==> src/rtl/mbcq_pkg.sv <==
// ----------------------------------------------------------------------------
// mbcq_pkg
// shared types and constants of the mouse button click qualifier
// ----------------------------------------------------------------------------
package mbcq_pkg;

  localparam int CFG_IDX_W    = 2;
  localparam int CFG_DATA_W   = 16;
  localparam int MAX_TICKS_W  = 16;
  localparam int DIST_LIMIT_W = 11;

  localparam logic [CFG_IDX_W-1:0] REG_DCLICK_MAX = 2'd0;
  localparam logic [CFG_IDX_W-1:0] REG_CLICK_DIST = 2'd1;

  localparam logic [MAX_TICKS_W-1:0]  MAX_TICKS_RST  = 16'd30;
  localparam logic [DIST_LIMIT_W-1:0] DIST_LIMIT_RST = 11'd4;

  typedef struct packed {
    logic [MAX_TICKS_W-1:0]  max_ticks;
    logic [DIST_LIMIT_W-1:0] dist_limit;
  } cfg_t;

  typedef struct packed {
    logic left_was_down;
    logic right_was_down;
    logic left_pressed;
    logic right_pressed;
    logic left_released;
    logic right_released;
    logic left_double_click;
  } flags_t;

endpackage

==> src/rtl/mbcq_cfg.sv <==
// ----------------------------------------------------------------------------
// mbcq_cfg
// configuration register file: double-click window and distance limit
// ----------------------------------------------------------------------------
module mbcq_cfg (
  input  logic                             clk,
  input  logic                             rst_n,
  input  logic                             cfg_valid,
  output logic                             cfg_ready,
  input  logic [mbcq_pkg::CFG_IDX_W-1:0]   cfg_index,
  input  logic [mbcq_pkg::CFG_DATA_W-1:0]  cfg_data,
  output mbcq_pkg::cfg_t                   cfg
);

  mbcq_pkg::cfg_t cfg_r;
  mbcq_pkg::cfg_t cfg_nxt;

  assign cfg_ready = 1'b1;
  assign cfg       = cfg_r;

  always_comb begin
    cfg_nxt = cfg_r;
    if (cfg_valid) begin
      if (cfg_index == mbcq_pkg::REG_DCLICK_MAX) begin
        cfg_nxt.max_ticks = cfg_data[mbcq_pkg::MAX_TICKS_W-1:0];
      end else if (cfg_index == mbcq_pkg::REG_CLICK_DIST) begin
        cfg_nxt.dist_limit = cfg_data[mbcq_pkg::DIST_LIMIT_W-1:0];
      end
    end
  end

  always_ff @(posedge clk) begin
    if (!rst_n) begin
      cfg_r.max_ticks  <= mbcq_pkg::MAX_TICKS_RST;
      cfg_r.dist_limit <= mbcq_pkg::DIST_LIMIT_RST;
    end else begin
      cfg_r <= cfg_nxt;
    end
  end

endmodule

==> src/rtl/mbcq_track.sv <==
// ----------------------------------------------------------------------------
// mbcq_track
// button history, press position and double-click timer with edge flags
// ----------------------------------------------------------------------------
module mbcq_track #(
  parameter int COORD_BITS = 10,
  parameter int TIMER_BITS = 16
) (
  input  logic                  clk,
  input  logic                  rst_n,
  input  logic                  step,
  input  logic [COORD_BITS-1:0] pointer_x,
  input  logic [COORD_BITS-1:0] pointer_y,
  input  logic                  left_level,
  input  logic                  right_level,
  input  mbcq_pkg::cfg_t        cfg,
  output mbcq_pkg::flags_t      flags
);

  localparam int DIST_W  = COORD_BITS + 1;
  localparam int DCMP_W  = (DIST_W > mbcq_pkg::DIST_LIMIT_W) ? DIST_W : mbcq_pkg::DIST_LIMIT_W;
  localparam int TCMP_W  = (TIMER_BITS > mbcq_pkg::MAX_TICKS_W) ? TIMER_BITS
                                                               : mbcq_pkg::MAX_TICKS_W;

  logic                  left_prev_r, left_prev_nxt;
  logic                  right_prev_r, right_prev_nxt;
  logic [COORD_BITS-1:0] press_x_r, press_x_nxt;
  logic [COORD_BITS-1:0] press_y_r, press_y_nxt;
  logic [TIMER_BITS-1:0] timer_r, timer_nxt;

  logic [COORD_BITS-1:0] dx;
  logic [COORD_BITS-1:0] dy;
  logic [DIST_W-1:0]     dist_sum;
  logic                  too_far;
  logic [TIMER_BITS-1:0] timer_kept;
  logic [TIMER_BITS-1:0] timer_inc;
  logic                  in_window;
  logic                  inc_expired;
  logic                  l_press;
  logic                  l_rel;
  logic                  dbl;

  assign l_press = !left_prev_r && left_level;
  assign l_rel   = left_prev_r && !left_level;

  assign dx       = (press_x_r > pointer_x) ? (press_x_r - pointer_x) : (pointer_x - press_x_r);
  assign dy       = (press_y_r > pointer_y) ? (press_y_r - pointer_y) : (pointer_y - press_y_r);
  assign dist_sum = DIST_W'(dx) + DIST_W'(dy);
  assign too_far  = DCMP_W'(dist_sum) > DCMP_W'(cfg.dist_limit);

  assign timer_kept  = (l_press && too_far) ? '0 : timer_r;
  assign timer_inc   = timer_kept + TIMER_BITS'(1);
  assign in_window   = (timer_kept != '0) && (TCMP_W'(timer_kept) < TCMP_W'(cfg.max_ticks));
  assign inc_expired = TCMP_W'(timer_inc) >= TCMP_W'(cfg.max_ticks);
  assign dbl         = l_rel && in_window;

  always_comb begin
    timer_nxt = timer_kept;
    if (l_rel) begin
      timer_nxt = in_window ? '0 : TIMER_BITS'(1);
    end else if (timer_kept != '0) begin
      timer_nxt = inc_expired ? '0 : timer_inc;
    end
  end

  assign left_prev_nxt  = left_level;
  assign right_prev_nxt = right_level;
  assign press_x_nxt    = l_press ? pointer_x : press_x_r;
  assign press_y_nxt    = l_press ? pointer_y : press_y_r;

  always_ff @(posedge clk) begin
    if (!rst_n) begin
      left_prev_r  <= 1'b0;
      right_prev_r <= 1'b0;
      press_x_r    <= '0;
      press_y_r    <= '0;
      timer_r      <= '0;
    end else if (step) begin
      left_prev_r  <= left_prev_nxt;
      right_prev_r <= right_prev_nxt;
      press_x_r    <= press_x_nxt;
      press_y_r    <= press_y_nxt;
      timer_r      <= timer_nxt;
    end
  end

  assign flags.left_was_down     = left_prev_r;
  assign flags.right_was_down    = right_prev_r;
  assign flags.left_pressed      = l_press;
  assign flags.right_pressed     = !right_prev_r && right_level;
  assign flags.left_released     = l_rel;
  assign flags.right_released    = right_prev_r && !right_level;
  assign flags.left_double_click = dbl;

endmodule

==> src/rtl/mouse_button_click_qualifier_core.sv <==
// ----------------------------------------------------------------------------
// mouse_button_click_qualifier_core
// per-poll button edge and left double-click qualifier
// ----------------------------------------------------------------------------
// one result per poll, one poll per cycle sustained while the output is not
// stalled; each poll passes the input register and then the result register
// around the edge, distance and timer logic; a stalled output holds both
// stages, the input side keeps accepting while the input stage is free
module mouse_button_click_qualifier_core #(
  parameter int COORD_BITS = 10,
  parameter int TIMER_BITS = 16
) (
  input  logic                             clk,
  input  logic                             rst_n,
  input  logic                             in_tvalid,
  output logic                             in_tready,
  // pointer_x, pointer_y, left_level, right_level, zero pad
  input  logic [((2*COORD_BITS+2+7)/8)*8-1:0] in_tdata,
  output logic                             out_tvalid,
  input  logic                             out_tready,
  // out_x, out_y, left_down, right_down, left_was_down, right_was_down,
  // left_pressed, right_pressed, left_released, right_released,
  // left_double_click, zero pad
  output logic [((2*COORD_BITS+9+7)/8)*8-1:0] out_tdata,
  input  logic                             cfg_valid,
  output logic                             cfg_ready,
  input  logic [mbcq_pkg::CFG_IDX_W-1:0]   cfg_index,
  input  logic [mbcq_pkg::CFG_DATA_W-1:0]  cfg_data
);

  localparam int OUT_W = ((2*COORD_BITS+9+7)/8)*8;

  mbcq_pkg::cfg_t   cfg;
  mbcq_pkg::flags_t flags;

  logic                  in_valid_r;
  logic [COORD_BITS-1:0] x_r;
  logic [COORD_BITS-1:0] y_r;
  logic                  lb_r;
  logic                  rb_r;

  logic                  out_valid_r;
  logic [COORD_BITS-1:0] ox_r;
  logic [COORD_BITS-1:0] oy_r;
  logic                  ol_r;
  logic                  or_r;
  mbcq_pkg::flags_t      oflags_r;

  logic advance;
  logic step;

  assign advance   = !out_valid_r || out_tready;
  assign step      = advance && in_valid_r;
  assign in_tready = !in_valid_r || advance;

  mbcq_cfg u_cfg (
    .clk       (clk),
    .rst_n     (rst_n),
    .cfg_valid (cfg_valid),
    .cfg_ready (cfg_ready),
    .cfg_index (cfg_index),
    .cfg_data  (cfg_data),
    .cfg       (cfg)
  );

  mbcq_track #(
    .COORD_BITS (COORD_BITS),
    .TIMER_BITS (TIMER_BITS)
  ) u_track (
    .clk         (clk),
    .rst_n       (rst_n),
    .step        (step),
    .pointer_x   (x_r),
    .pointer_y   (y_r),
    .left_level  (lb_r),
    .right_level (rb_r),
    .cfg         (cfg),
    .flags       (flags)
  );

  // input stage
  always_ff @(posedge clk) begin
    if (!rst_n) begin
      in_valid_r <= 1'b0;
    end else if (in_tready) begin
      in_valid_r <= in_tvalid;
    end
  end

  always_ff @(posedge clk) begin
    if (in_tvalid && in_tready) begin
      x_r  <= in_tdata[COORD_BITS-1:0];
      y_r  <= in_tdata[2*COORD_BITS-1:COORD_BITS];
      lb_r <= in_tdata[2*COORD_BITS];
      rb_r <= in_tdata[2*COORD_BITS+1];
    end
  end

  // result stage
  always_ff @(posedge clk) begin
    if (!rst_n) begin
      out_valid_r <= 1'b0;
    end else if (advance) begin
      out_valid_r <= in_valid_r;
    end
  end

  always_ff @(posedge clk) begin
    if (step) begin
      ox_r     <= x_r;
      oy_r     <= y_r;
      ol_r     <= lb_r;
      or_r     <= rb_r;
      oflags_r <= flags;
    end
  end

  assign out_tvalid = out_valid_r;
  assign out_tdata  = OUT_W'({oflags_r.left_double_click, oflags_r.right_released,
                              oflags_r.left_released, oflags_r.right_pressed,
                              oflags_r.left_pressed, oflags_r.right_was_down,
                              oflags_r.left_was_down, or_r, ol_r, oy_r, ox_r});

  a_dbl_on_release : assert property (@(posedge clk) disable iff (!rst_n)
    out_tvalid |-> (!oflags_r.left_double_click || oflags_r.left_released))
    else $error("double click without left release");

  a_press_edge : assert property (@(posedge clk) disable iff (!rst_n)
    out_tvalid |-> (oflags_r.left_pressed == (ol_r && !oflags_r.left_was_down)))
    else $error("left press flag disagrees with levels");

  a_no_press_and_release : assert property (@(posedge clk) disable iff (!rst_n)
    out_tvalid |-> !(oflags_r.right_pressed && oflags_r.right_released))
    else $error("right press and release in one poll");

  a_drain : assert property (@(posedge clk) disable iff (!rst_n)
    (out_tvalid && out_tready && !in_valid_r) |=> !out_tvalid)
    else $error("result repeated after drain");

  a_hold_state : assert property (@(posedge clk) disable iff (!rst_n)
    (in_valid_r && !advance) |=> in_valid_r && $stable(x_r) && $stable(lb_r))
    else $error("input stage lost while output stalled");

endmodule
==> config.mk <==
export PLATFORM = sky130hd
export DESIGN_NAME = mouse_button_click_qualifier_core
export DESIGN_NICKNAME = d
export VERILOG_FILES = /design/src/rtl/mbcq_pkg.sv /design/src/rtl/mbcq_cfg.sv /design/src/rtl/mbcq_track.sv /design/src/rtl/mouse_button_click_qualifier_core.sv
export SDC_FILE = /design/constraint.sdc
export NUM_CORES = 1
export LEC_CHECK = 0
export BUFFER_PORTS_ARGS = -buffer_cell sky130_fd_sc_hd__clkbuf_2
export CELL_PAD_IN_SITES_DETAIL_PLACEMENT = 1
export CELL_PAD_IN_SITES_GLOBAL_PLACEMENT = 1
export CORE_AREA = 4 4 168 170
export DETAILED_ROUTE_END_ITERATION = 12
export DIE_AREA = 0 0 172 174
export PLACE_DENSITY_LB_ADDON = 0.1
export SYNTH_ARGS = -nofsm -noshare
export SYNTH_HDL_FRONTEND = slang
export SYNTH_SLANG_ARGS = --single-unit
==> constraint.sdc <==
create_clock -name clk -period 16.05 [get_ports clk]
set_input_delay 2.4075 -clock clk [delete_from_list [all_inputs] [get_ports clk]]
set_output_delay 2.4075 -clock clk [all_outputs]
set_load 0.02 [all_outputs]
==> results of run 1 <==
[report_power, final]
part | switching (W) | total [W] | internal (W)
Clock | 0.000144 | 0.000371 | 0.000226
Sequential | 0.00000756 | 0.000334 | 0.000326
Combinational | 0.000139 | 0.000226 | 0.0000864
[cell usage after synthesis, types with 6 or more instances]
library cell,n
nand2_1,110
ha_1,93
inv_1,88
dfxtp_1,67
edfxtp_1,51
a21boi_0,39
nor2_1,35
nor2b_1,32
a21oi_1,30
o21ai_0,26
xnor2_1,24
and2_1,19
clkbuf_1,18
mux2i_1,17
nand3_1,16
a21o_1,15
nor3_1,13
nand4_1,11
xor2_1,11
buf_2,10
a211oi_1,9
buf_4,9
o211ai_1,7
o41ai_2,7
o41ai_1,6
[sequential cells by signal, summed over array words and instances, names as in the netlist]
signal	cells
u_cfg.cfg	27
ol_r	1
u_track.right_prev_r	1
or_r	1
u_track.left_prev_r	1
y_r	10
oy_r	10
ox_r	10
lb_r	1
x_r	10
in_valid_r	1
u_track.press_y_r	10
out_tdata	7
out_tvalid	1
u_track.press_x_r	10
rb_r	1
u_track.timer_r	16
[layout by cell type, fill, tap and decap left out, types with 6 or more instances in the layout]
master / instances
nor2_1: 35
mux2i_1: 17
o21ai_0: 26
buf_4: 6
clkbuf_16: 17
a211oi_1: 9
xor2_1: 11
o211ai_1: 7
clkinv_2: 6
nand3_1: 16
edfxtp_1: 51
a21oi_1: 30
o41ai_2: 7
nand2_1: 110
clkbuf_2: 74
a21boi_0: 39
ha_1: 93
dfxtp_1: 67
nor2b_1: 32
and2_1: 19
o41ai_1: 6
inv_1: 88
nor3_1: 13
a21o_1: 15
xnor2_1: 24
nand4_1: 11
[path summary, 6_finish.rpt]
check / startpoint / to / slack, ns / cells after the start
min reg2reg: u_cfg.cfg[24] / u_cfg.cfg[24] / 0.47 / 2
max reg2reg: y_r[4] / u_track.timer_r[13] / 6.41 / 34
max: y_r[4] / u_track.timer_r[13] / 6.41 / 34
min: u_cfg.cfg[24] / u_cfg.cfg[24] / 0.47 / 2
[stage by stage]
stage,cell area (µm²),utilization,setup slack (ns),total power (W)
floorplan,7890,-,8.17,0.000511
detailed placement,8540,0.319,6.31,0.000571
CTS,9090,0.340,6.23,0.000952
finish,9090,0.340,6.41,0.000930
global route,9090,0.340,5.54,0.000993
global placement,8540,0.319,6.36,0.000567
[area by class of cell]
type	instances	share of cell area
clock buffers	21	0.0485
clock inverters	11	0.0121
inverters	89	0.0368
multi-input cells	610	0.493
flip-flops and latches	118	0.316
well taps	341	0.0469
repair buffers	81	0.0463
[worst register-to-register path: cells and delay by family (launching register included)]
family | cells | cell delay (ns)
AOI/OAI and AO/OA | 14 | 2.94
xor gates and xnor gates | 1 | 0.18
adders and majority gates | 5 | 1.68
buffers and inverters | 1 | 0.30
DFF | 1 | 0.45
muxes | 1 | 0.45
and+or+nand+nor | 12 | 3.56
[cell families (layout without fill, tap and decap cells)]
group	count (synthesis)	in the layout
AOI/OAI and AO/OA	182	182
muxes	23	23
buffers and inverters	128	202
xor gates and xnor gates	35	35
adders and majority gates	98	98
other	2	4
DFF	118	118
and+or+nand+nor	268	268
[routing by layer]
metal | track usage | routed length (µm)
met5 | 0 | 0
met4 | 0.0354 | 195
met3 | 0.0234 | 329
met2 | 0.266 | 11200
met1 | 0.183 | 9900
==> out/results.ini, run 1 <==
[run_status]
status=finished clean

[logic_synthesis]
synth-edff-count=51
synthMuxAreaShare=0.0306
yosysTopAreaCellShare=0.194
synth_ff_type=dfxtp_1
synth_cell_type_count=68
ys_ff_latch=118
synth_area_leaders=edfxtp_1 19%, dfxtp_1 17%, ha_1 15%, nand2_1 5.2%, inv_1 4.2%
seq_area_frac_synth=0.365
syn_inst=854
async_flop_share=0
synthSimpleGateAreaFrac=0.167
ys_warn_count=0
netlist_area_mm2=0.00788
yosysTopAreaCell=edfxtp_1
synth_xor_area_frac=0.0389
syn_area_per_cell_um2=9.23
synth_top_family_by_area=compound AO/OA/AOI/OAI gates
synthAdderAreaFrac=0.160
synth_compound_area_frac=0.170

[cts]
ctsLongestPathBuffers=2
post_cts_buffers=0
cts_inserted_buffers=17
h-tree-depth=4
cts_resized=0
clk_pin_slew_ns=0.06
clock_sinks=118
postCtsHoldBufs=0
ctsRootBufferMaster=clkbuf_16
cts_tree=done
clkLatencyLatePin_ns=0.42

[routing]
drc_errors=0
wl_per_cell_um=17.0
drt_iter0_drc=204
drt_pass1_iterations=4
drt-total-wl_um=21600
vias=6105
via_per_inst=4.80
final_antenna_net_count=0

[critical_path]
endpoint_kind=flip-flop
start_kind=flip-flop
critPathBufInv=1
cp.arrival_ns=9.98
max_stage_delay_ns=0.82
path_common_cell=ha_1
cp_max_fo=46
required_ns=16.40
crit_family=simple AND/OR/NAND/NOR gates
crit_type=flip-flop to flip-flop
cp_slowest_cell=or4_1

[die]
pin_count=82
start_util=0.295
rows=60
chipHeight_um=174
die_width_um=172
die_area_mm2=0.0299
core_mm2=0.0267

[sta]
post-route-period-util=0.600
drv_slew=0
skew_ns=0.0135
setup_viol_count_final=0
slew_headroom=0.354
tns_ns=0
timing_hold_violations_final=0
fmaxAchievable_ghz=0.104
whs_ns=0.465
post-route-min-period_ns=9.64
worst_slew_pin_slew_ns=0.970
rsz0062_at_grt=no

[grt]
grt_pass1_vias=6504
grtUsageTotal=0.148
grt_max_degree=71
antenna_found_initial=0
overflow=0
grt_pass1_wl_um=35100

[place]
gp_congestion=0.735
portBuffers=75
hpwl_um=15800
placed_cells=1239

[final_layout]
diodes=0
fillers=3115
seqCellArea_mm2=0.00287
drive_gt1_frac=0.144
area_growth_pct=15.4
multi_input_area_mm2=0.00448
instances_no_fill=1271
layout.nets=1062

[pwr]
ir_worst_vdd_uv=55.7
power-per-cell-area_mw_per_mm2=102
p_leak_nw=3.81

[worst_hold_path]
hp-class=flip-flop to flip-flop

[run]
drv_cap=0

No activity file was read; power rests on OpenSTA's default activity.
==> run 2, diff against run 1 <==
==> constraint.sdc (replaced) <==
create_clock -name clk -period 8.7 [get_ports clk]
set_input_delay 1.305 -clock clk [delete_from_list [all_inputs] [get_ports clk]]
set_output_delay 1.305 -clock clk [all_outputs]
set_load 0.02 [all_outputs]
==> out/results.ini, run 2 (same netlist as run 1, synthesis figures left out) <==
[run_status]
status=finished clean

[sta]
post-route-min-period_ns=8.08
rsz0062_at_grt=no
slew_headroom=0.338
fmaxAchievable_ghz=0.124
skew_ns=0.0146
post-route-period-util=0.929
setup_viol_count_final=0
timing_hold_violations_final=0
worst_slew_pin_slew_ns=0.993
tns_ns=0
fin_ws_ns=0.616
drv_slew=0

[routing]
vias=6224
final_antenna_net_count=0
drt-total-wl_um=21300
wl_per_cell_um=16.6
drc_errors=0
drt_pass1_iterations=4
drt_iter0_drc=159
via_per_inst=4.84

[place]
dp_slack_ns=0.321
hpwl_um=15900
gp_congestion=0.775
placed_cell_area_mm2=0.00863
placed_cells=1251
portBuffers=75

[final_layout]
design_area_mm2=0.00932
diodes=0
final_common_cell=nand2_1
drive_gt1_frac=0.165
instances_no_fill=1285
layout.nets=1076
largest_reg_flops=27
mostFrequentLayoutCells=109 x nand2_1, 89 x ha_1, 88 x inv_1
area_growth_pct=18.2

[worst_hold_path]
holdPathStages=2
hold_start=u_cfg.cfg[21]
holdPathEnd=u_cfg.cfg[21]
hp-class=flip-flop to flip-flop

[die]
die_area_mm2=0.0299
chipHeight_um=174
die_width_um=172
start_util=0.295
rows=60
core_mm2=0.0267
pin_count=82

[cts]
ctsLongestPathBuffers=2
h-tree-depth=4
cts_inserted_buffers=17
clkLatencyLatePin_ns=0.43
postCtsHoldBufs=0
ctsRootBufferMaster=clkbuf_16
clk_pin_slew_ns=0.06
clock_sinks=118
cts_tree=done

[critical_path]
cp_slowest_cell=fa_1
endpoint_kind=flip-flop
cp.arrival_ns=8.44
crit_type=flip-flop to flip-flop
critPathBufInv=3
crit_family=compound AO/OA/AOI/OAI gates
r2r-start=y_r[5]
rr_endpoint=u_track.timer_r[3]
start_kind=flip-flop
max_stage_delay_ns=0.48
reg2reg_depth=33
cp_max_fo=11
regToRegSetupSlack_ns=0.62
required_ns=9.06

[grt]
antenna_found_initial=0
grt-busiest-layer=met2
grt_max_degree=71
grtUsageTotal=0.147
overflow=0
grt_pass1_vias=6619
use_met2=0.270
gr-usage-met1=0.176
grt_pass1_wl_um=34900
grt_use_met3=0.0248

[pwr]
power-per-cell-area_mw_per_mm2=192
ir_worst_vdd_uv=112
p_leak_nw=3.90

[run]
drv_cap=0

[run 2: changes by cell type in the layout (fill, tap and decap cells not counted), sizes merged]
cell	before	now
bufinv	2	4
buf	7	21
clkinv	9	7
[run 2: worst min-delay path: stages, from the launching register on]
cell	delay, ns
dfxtp_1	0.31
nand2_1	0.05
a21boi_0	0.06
[run 2: repair_timing]
item,CTS,global route
resized for setup,0,14
endpoints found under the setup margin,0,15
setup buffers,0,2
[run 2: per-stage QoR]
| step | hold WS [ns] | total power (W) | util |
|---|---|---|---|
| after floorplan | 0.443 | 0.000943 | - |
| after global placement | 0.458 | 0.00105 | 0.323 |
| after detailed placement | 0.463 | 0.00105 | 0.323 |
| after CTS | 0.472 | 0.00182 | 0.346 |
| after global routing | 0.488 | 0.00191 | 0.349 |
| final | 0.465 | 0.00179 | 0.349 |
[run 2: worst max path at each step]
stage            from             endpoint  slack (ns)  cells after the start
2_1_floorplan  y_r[0]   u_track.timer_r[7]        0.82                     39
3_3_place_gp   x_r[3]  u_track.timer_r[15]        0.29                     33
3_5_place_dp   x_r[0]   u_track.timer_r[3]        0.32                     35
4_1_cts        x_r[0]   u_track.timer_r[3]        0.26                     35
5_1_grt        x_r[0]  u_track.timer_r[15]        0.03                     37
6_report       y_r[5]   u_track.timer_r[3]        0.62                     33
[run 2: where the power goes]
part / total, W / leakage [nW] / internal [W] / switching [W]
Sequential: 0.000615 / 1.03 / 0.000602 / 0.0000135
Clock: 0.000749 / 0.294 / 0.000483 / 0.000266
Combinational: 0.000424 / 2.58 / 0.000166 / 0.000259
[run 2: final cells by class]
cell class                 instances  area (µm²)
clock inverter                    11         158
clock buffer                      21         450
tap                              341         427
timing repair buffer              95         526
sequential                       118        2870
inverter                          89         334
multi-input combinational        610        4550
fill                            3094       17400
[run 2: layer usage]
layer  vias up  wire (µm)
met1      3036       9560
met4         0        203
met3        14        356
li1       3118          -
met5         -          0
met2        56      11100
